==> config.mk <==
export PLATFORM = sky130hd
export DESIGN_NAME = hlrc_frame_check
export DESIGN_NICKNAME = d
export VERILOG_FILES = /design/src/rtl/hlrc_pkg.sv /design/src/rtl/hlrc_frame_check.sv
export SDC_FILE = /design/constraint.sdc
export NUM_CORES = 1
export LEC_CHECK = 0
export BUFFER_PORTS_ARGS = -buffer_cell sky130_fd_sc_hd__buf_4
export CORE_MARGIN = 3
export CORE_UTILIZATION = 49
export CTS_CLUSTER_SIZE = 14
export DETAILED_ROUTE_END_ITERATION = 10
export PLACE_DENSITY_LB_ADDON = 0.2
export RECOVER_POWER = 100
export SETUP_SLACK_MARGIN = 0.2
export SYNTH_ARGS = -nofsm -noshare
export SYNTH_HDL_FRONTEND = slang
export SYNTH_SLANG_ARGS = --single-unit
==> constraint.sdc <==
create_clock -name clk -period 7.78 [get_ports clk]
set_input_delay 1.945 -clock clk [delete_from_list [all_inputs] [get_ports clk]]
set_output_delay 1.945 -clock clk [all_outputs]
set_load 0.005 [all_outputs]
==> src/rtl/hlrc_pkg.sv <==
// shared constants, types and helpers for the host link response checker
package hlrc_pkg;

    localparam int MAX_REGISTERS = 256;
    localparam int MAX_BATCH     = 32;
    localparam int BATCH_CAP     = (MAX_BATCH < 30) ? MAX_BATCH : 30;
    localparam int WADDR_W       = $clog2(MAX_BATCH);

    localparam logic [4:0] BATCH_LIMIT   = 5'd30;
    localparam logic [4:0] BATCH_DEFAULT = 5'd25;

    // register indexes
    localparam logic [1:0] REG_SECTION = 2'd0;
    localparam logic [1:0] REG_COUNT   = 2'd1;
    localparam logic [1:0] REG_BATCH   = 2'd2;

    // section kinds
    localparam logic [1:0] SEC_DM = 2'd0;
    localparam logic [1:0] SEC_HR = 2'd1;
    localparam logic [1:0] SEC_IO = 2'd2;

    // frame status codes
    localparam logic [3:0] ST_OK       = 4'd0;
    localparam logic [3:0] ST_NO_AT    = 4'd1;
    localparam logic [3:0] ST_END_CODE = 4'd2;
    localparam logic [3:0] ST_LENGTH   = 4'd3;
    localparam logic [3:0] ST_NO_CR    = 4'd4;
    localparam logic [3:0] ST_NO_STAR  = 4'd5;
    localparam logic [3:0] ST_COMMAND  = 4'd6;
    localparam logic [3:0] ST_FCS      = 4'd7;
    localparam logic [3:0] ST_NO_RESP  = 4'd8;

    // frame characters
    localparam logic [7:0]  CH_AT     = 8'h40;
    localparam logic [7:0]  CH_STAR   = 8'h2A;
    localparam logic [7:0]  CH_CR     = 8'h0D;
    localparam logic [7:0]  CH_R      = 8'h52;
    localparam logic [15:0] END_OK    = 16'h3030;
    localparam logic [7:0]  FRAME_OVH = 8'd11;

    typedef struct packed {
        logic [1:0] section_kind;
        logic [8:0] register_count;
        logic [4:0] batch_count;
    } cfg_t;

    typedef struct packed {
        logic        done;
        logic [3:0]  status;
        logic [15:0] end_code;
    } verdict_t;

    typedef struct packed {
        logic               en;
        logic [WADDR_W-1:0] addr;
        logic [31:0]        data;
    } word_wr_t;

    function automatic logic [7:0] hex_char(input logic [3:0] n);
        return (n < 4'd10) ? (8'h30 + {4'd0, n}) : (8'h37 + {4'd0, n});
    endfunction

    function automatic logic [7:0] echo_second(input logic [1:0] kind);
        logic [7:0] c;
        case (kind)
            SEC_DM:  c = 8'h44;
            SEC_HR:  c = 8'h48;
            SEC_IO:  c = 8'h52;
            default: c = 8'h00;
        endcase
        return c;
    endfunction

endpackage

==> src/rtl/hlrc_frame_check.sv <==
// per-byte frame tracking, word staging writes and final status
module hlrc_frame_check
    import hlrc_pkg::*;
(
    input  logic       clk,
    input  logic       rst_n,
    input  logic       byte_valid,
    input  logic       abort,
    input  logic [7:0] rx_byte,
    input  logic       frame_last,
    input  logic [1:0] section_kind,
    input  logic [4:0] words_exp,
    output logic       first_byte,
    output verdict_t   verdict,
    output word_wr_t   word_wr
);

    logic [7:0]  pos_reg, pos_next;
    logic [7:0]  xor_reg, xor_next;
    logic [31:0] recent_reg, recent_next;
    logic        ferr_reg, ferr_next;
    logic [31:0] echo_reg, echo_next;

    logic [7:0]  pos_new, xor_new, fcs, pm7, frame_len;
    logic [31:0] recent_new, echo_new;
    logic        ferr_new;
    logic [3:0]  st;

    assign first_byte = (pos_reg == 8'd0);

    always_comb
    begin
        pos_new    = (pos_reg == 8'd255) ? pos_reg : pos_reg + 8'd1;
        xor_new    = xor_reg ^ rx_byte;
        recent_new = {recent_reg[23:0], rx_byte};
        ferr_new   = ferr_reg | (first_byte && (rx_byte != CH_AT));
        echo_new   = echo_reg;
        case (pos_reg)
            8'd3:    echo_new[31:24] = echo_reg[31:24] | rx_byte;
            8'd4:    echo_new[23:16] = echo_reg[23:16] | rx_byte;
            8'd5:    echo_new[15:8]  = echo_reg[15:8]  | rx_byte;
            8'd6:    echo_new[7:0]   = echo_reg[7:0]   | rx_byte;
            default: ;
        endcase
    end

    // a word is complete on its fourth character
    assign pm7          = pos_reg - 8'd7;
    assign word_wr.en   = byte_valid && (pos_reg >= 8'd7) && (pm7[1:0] == 2'd3)
                          && ({2'd0, pm7[7:2]} < 8'(MAX_BATCH));
    assign word_wr.addr = pm7[WADDR_W+1:2];
    assign word_wr.data = recent_new;

    assign fcs       = xor_new ^ recent_new[31:24] ^ recent_new[23:16]
                       ^ recent_new[15:8] ^ recent_new[7:0];
    assign frame_len = {1'b0, words_exp, 2'b00} + FRAME_OVH;

    always_comb
    begin
        if (ferr_new)
            st = ST_NO_AT;
        else if (echo_new[15:0] != END_OK)
            st = ST_END_CODE;
        else if (pos_new != frame_len)
            st = ST_LENGTH;
        else if (recent_new[7:0] != CH_CR)
            st = ST_NO_CR;
        else if (recent_new[15:8] != CH_STAR)
            st = ST_NO_STAR;
        else if ((section_kind > SEC_IO) || (echo_new[31:24] != CH_R)
                 || (echo_new[23:16] != echo_second(section_kind)))
            st = ST_COMMAND;
        else if ((recent_new[31:24] != hex_char(fcs[7:4]))
                 || (recent_new[23:16] != hex_char(fcs[3:0])))
            st = ST_FCS;
        else
            st = ST_OK;
    end

    assign verdict.done     = byte_valid & frame_last;
    assign verdict.status   = st;
    assign verdict.end_code = echo_new[15:0];

    always_comb
    begin
        pos_next    = pos_reg;
        xor_next    = xor_reg;
        recent_next = recent_reg;
        ferr_next   = ferr_reg;
        echo_next   = echo_reg;
        if (abort || (byte_valid && frame_last))
        begin
            pos_next    = 8'd0;
            xor_next    = 8'd0;
            recent_next = 32'd0;
            ferr_next   = 1'b0;
            echo_next   = 32'd0;
        end
        else if (byte_valid)
        begin
            pos_next    = pos_new;
            xor_next    = xor_new;
            recent_next = recent_new;
            ferr_next   = ferr_new;
            echo_next   = echo_new;
        end
    end

    always_ff @(posedge clk or negedge rst_n)
    begin
        if (!rst_n)
        begin
            pos_reg    <= 8'd0;
            xor_reg    <= 8'd0;
            recent_reg <= 32'd0;
            ferr_reg   <= 1'b0;
            echo_reg   <= 32'd0;
        end
        else
        begin
            pos_reg    <= pos_next;
            xor_reg    <= xor_next;
            recent_reg <= recent_next;
            ferr_reg   <= ferr_next;
            echo_reg   <= echo_next;
        end
    end

endmodule

=== Word level (Yosys, flattened, before mapping) ===
Index checks and enable logic that the tools add are counted.

* Output and inout port bits: 60
* Input bits: 20
* Bits in registers: 73
* Word-level logic and storage cells: 87

* Equal/unequal tests: 17
* Add/sub/neg operators: 7
* Reduce and logical (&&, ||, !) cells: 12
* $lt $le $gt $ge: 5
* Mux-type cells: 30
* Bitwise operators: 11

{| class="wikitable"
|+ Operators with widths
! cell !! count
|-
| 8-bit two-way mux || 14
|-
| 32-bit two-way mux || 2
|-
| 24-bit two-way mux || 2
|-
| 8-bit XOR || 5
|-
| 8-bit OR || 4
|-
| 6-bit by 4-bit adder with 7-bit output (first input constant) || 4
|-
| 8-bit by 3-bit equality test with 1-bit output (second input constant) || 3
|-
| 3-bit two-way mux || 7
|-
| 7-bit case mux with 3 select lines || 1
|-
| 16-bit by 14-bit inequality test with 1-bit output (second input constant) || 1
|-
| 8-bit by 7-bit inequality test with 1-bit output || 2
|-
| 8-bit by 7-bit inequality test with 1-bit output (second input constant) || 2
|-
| 8-bit inequality test || 2
|-
| 7-bit two-way mux || 2
|-
| 7-bit by 4-bit adder with 8-bit output (second input constant) || 1
|-
| 8-bit by 1-bit adder with 8-bit output (second input constant) || 1
|-
| 8-bit by 2-bit equality test with 1-bit output (second input constant) || 1
|-
| 8-bit equality test (second input constant) || 1
|-
| 8-bit by 3-bit greater-or-equal comparator with 1-bit output (second input constant) || 1
|-
| 8-bit logical NOT || 1
|-
| 4-bit < comparator (second input constant) || 2
|-
| 8-bit by 4-bit inequality test with 1-bit output (second input constant) || 1
|-
| 8-bit by 6-bit inequality test with 1-bit output (second input constant) || 1
|-
| 8-bit by 3-bit subtractor with 8-bit output (second input constant) || 1
|-
| other kinds (11) || 20
|}

=== Longest topological paths before layout ===
* Depth in word-level cells: 16
* Gate-level depth with buffers: 12

=== Worst setup path before layout ===
No wires, ideal clock.

* Path type: input to output
* Start: input rx_byte[1]
* End: output verdict[16] (netlist bit)
* Data arrival time: 3.692 ns
* Slack: 2.143 ns
* Stages on the path: 8
* Path through: clkbuf_1 or3_1 a2111oi_0 nor3_1 nor3_1 nand2_1 or4b_1 nand3_1

{| class="wikitable"
|+ RTL lines
! element !! line !! text
|-
| start: declaration || hlrc_frame_check.sv:9 || <nowiki>input logic [7:0] rx_byte,</nowiki>
|-
| end: declaration || hlrc_frame_check.sv:14 || <nowiki>output verdict_t verdict,</nowiki>
|}

==> results.md <==
- Root cell of the clock tree: clkbuf_8
- Dominant cell by count in the synthesized netlist: nor2_1
- Post-CTS setup repair buffer count: 0
- Commonest cells post-synth: nor2_1 (80), dfrtp_1 (73), clkbuf_1 (32)
- Area of the multi-input gates: 2549 µm²
- Top cell type's share of synthesized area: 39.06%
- Mean Syn Cell Area: 8.791 µm²
- Sequential Area: 1827 µm²
- Antenna viol nets, final: 0
- Vias post-DR: 4077
- Placed Instance Area: 5190 µm²
- Initial antenna violation count: 0
- Post-synth EDFFs: 0
- Via density: 5.767
- Cells after synthesis: 532
- First-pass GRT wire length: 19670 µm
- Wire length per cell: 16.58 µm
- GPL Wtd Cong: 0.9039
- Top FF cell, synth: dfrtp_1
- Clk buf depth: 2
- Synthesis warning total: 0
- Final Hold Fails: 0
- Lkg Pwr: 2.503 nW
- Final non-filler cell total: 707
- Vias in the first global route: 3846
- CP Cell Sequence: clkbuf_1 > or3_1 > a2111oi_0 > nor3_1 > nor3_1 > nand2_1 > or4b_1 > nand3_1 > clkbuf_4
- Congestion Overflow GR: 0
- Critical Path Most Common Cell: nor3_1
- Crit path largest cell delay: 0.51 ns
- WS Path Type: input pin to primary output
- Skew-Pair Late Insertion Delay: 0.35 ns
- CP Data Required Time: 5.84 ns
- Top delay family on crit path: simple AND/OR/NAND/NOR gates
- Max cap viols: 2
- # placed instances: 692
- Synth Net Count: 560
- Slew Limit Fails: 148
- Fin area: 5331 µm²
- Slowest CP cell: or4b_1
- CP Data Arrival Time: 4.14 ns
- CTS tree: yes
- Sink Count: 73
- Max reg flops: 32
- Slew @ Worst Pin: 3.823 ns
- Critical Path Sink Type: primary output
- Relative slew slack: -154.9%
- Port bufs: 78
- Largest net degree at the start of global routing: 76
- Seq cells post-synth: 73
- Die Width: 103.7 µm
- Row cnt: 35
- Async set-reset flop share out of synthesis: 100.0%
- Outcome: finished with violations
- Synth top area cells: dfrtp_1 (39%), nor2_1 (6.4%), xnor2_1 (5.1%)
- Tmin final: 6.083 ns
- H-tree depth: 3
- Setup_tns: 0 ns
- Clock-pin slew on the worst setup and hold paths: 0.08 ns
- Total CTS buffers: 9
- Post-Route Skew: 0.01114 ns
- Final WL: 11720 µm
- Post-layout util: 57.70%
- Violated checks: max-capacitance violations, max-slew violations
- CTS-repair resized insts: 0
- Maximum vdd drop: 0.0001034 V
- Sequential share of the synthesized area: 39.06%
- RSZ-0062 raised after global routing: false
- TritonRoute pass-1 iters: 5
- 1st-iter DRT viols: 170
- Detailed-placement wirelength estimate: 8094 µm
- Type of the worst min-delay path: flop to flop
- ANT cells: 0
- Crit start category: input pin
- GRT Overall Usage: 21.93%
- Final setup fails: 0
- Share of cells above drive strength 1: 15.05%
- I/O pin total: 80
- Cell Area, Synth: 4677 µm²
- DRC: 0
- Starting density of the core: 50.62%
- FILL cells: 835
- Pwr dens: 155.3 nW/µm²
- Highest clock rate: 164.4 MHz
- Die footprint: 10750 µm²
- Fin crit share: 78.18%
- Library cells used by synthesis: 53
- Area growth syn-to-layout: 13.99%
- Biggest area consumer among synthesized cells: dfrtp_1
- Core area: 9240 µm²
- Total Nets Final: 602
- CP Max Fanout: 11
- Worst path bufs/invs: 2
- Hold buffer count at CTS: 0
- Die height: 103.7 µm
[routing by layer]
layer,vias up,wire length (µm),track usage (%)
li1,1954,-,-
met1,1993,5310,29.68
met2,116,5766,36.50
met3,14,510,3.427
met4,0,137,6.553
met5,-,0,0
[power breakdown]
part           total, mW  switching (mW)  leakage (nW)  internal [mW]
Combinational      0.133          0.0828          1.40         0.0507
Clock              0.299           0.144        0.0981          0.155
Sequential         0.396         0.00977          1.01          0.386
[worst register-to-register path, delay by kind of cell (launching register included)]
family,cells,cell delay (ns)
compound gates,1,0.24
flops,1,0.53
simple gates,3,1.41
[final cells by class]
cell class                      instances  share of cell area, %
Multi-Input combinational cell        397                  47.81
Clock inverter                          5                  1.056
Tap cell                              129                  3.027
Clock buffer                           10                  2.582
Sequential cell                        73                  34.26
Inverter                               13                 0.9153
Timing Repair Buffer                   80                  10.35
[per-stage QoR]
step	hold WS [ns]	total power, mW	worst slack, ns
2_1_floorplan	0.4626	0.4924	2.143
3_3_place_gp	0.4772	0.5372	1.893
3_5_place_dp	0.4839	0.5395	1.877
4_1_cts	0.5086	0.8365	1.877
5_1_grt	0.5432	0.8669	1.485
6_report	0.5104	0.8278	1.697
[cell families after synthesis]
group	Yosys count	synth area share (%)
buffers and inverters	62	6.367
other	1	0.08018
adders and majority gates	8	2.140
xor gates and xnor gates	53	10.22
AOI/OAI and AO/OA	100	13.99
DFF	73	39.06
and+or+nand+nor	216	24.08
muxes	19	4.066
[layout by cell type, fill, tap and decap left out, types with 12 or more instances in the layout]
cell and n:
a21o_1 16, a21oi_1 28, a31oi_1 22, buf_4 20
clkbuf_1 12, clkbuf_4 47, dfrtp_1 73, inv_1 13
mux2i_1 19, nand2_1 22, nand2b_1 12, nand3_1 12
nor2_1 80, nor3_1 23, nor3b_1 15, nor4_1 13
xnor2_1 27, xor2_1 25
[path summary, 6_finish.rpt]
check / start / to / slack (ns) / cells after the start
max: rx_byte[2] / verdict[16] / 1.70 / 9
min: echo_reg[26] / echo_reg[26] / 0.51 / 2
max reg2reg: pos_reg[4] / ferr_reg / 5.49 / 4
min reg2reg: echo_reg[26] / echo_reg[26] / 0.51 / 2
max in group asynchronous: rst_n / recent_reg[21] / 2.73 / 1
min in group asynchronous: rst_n / recent_reg[10] / 2.91 / 1
(Power assumes the default switching activity.)
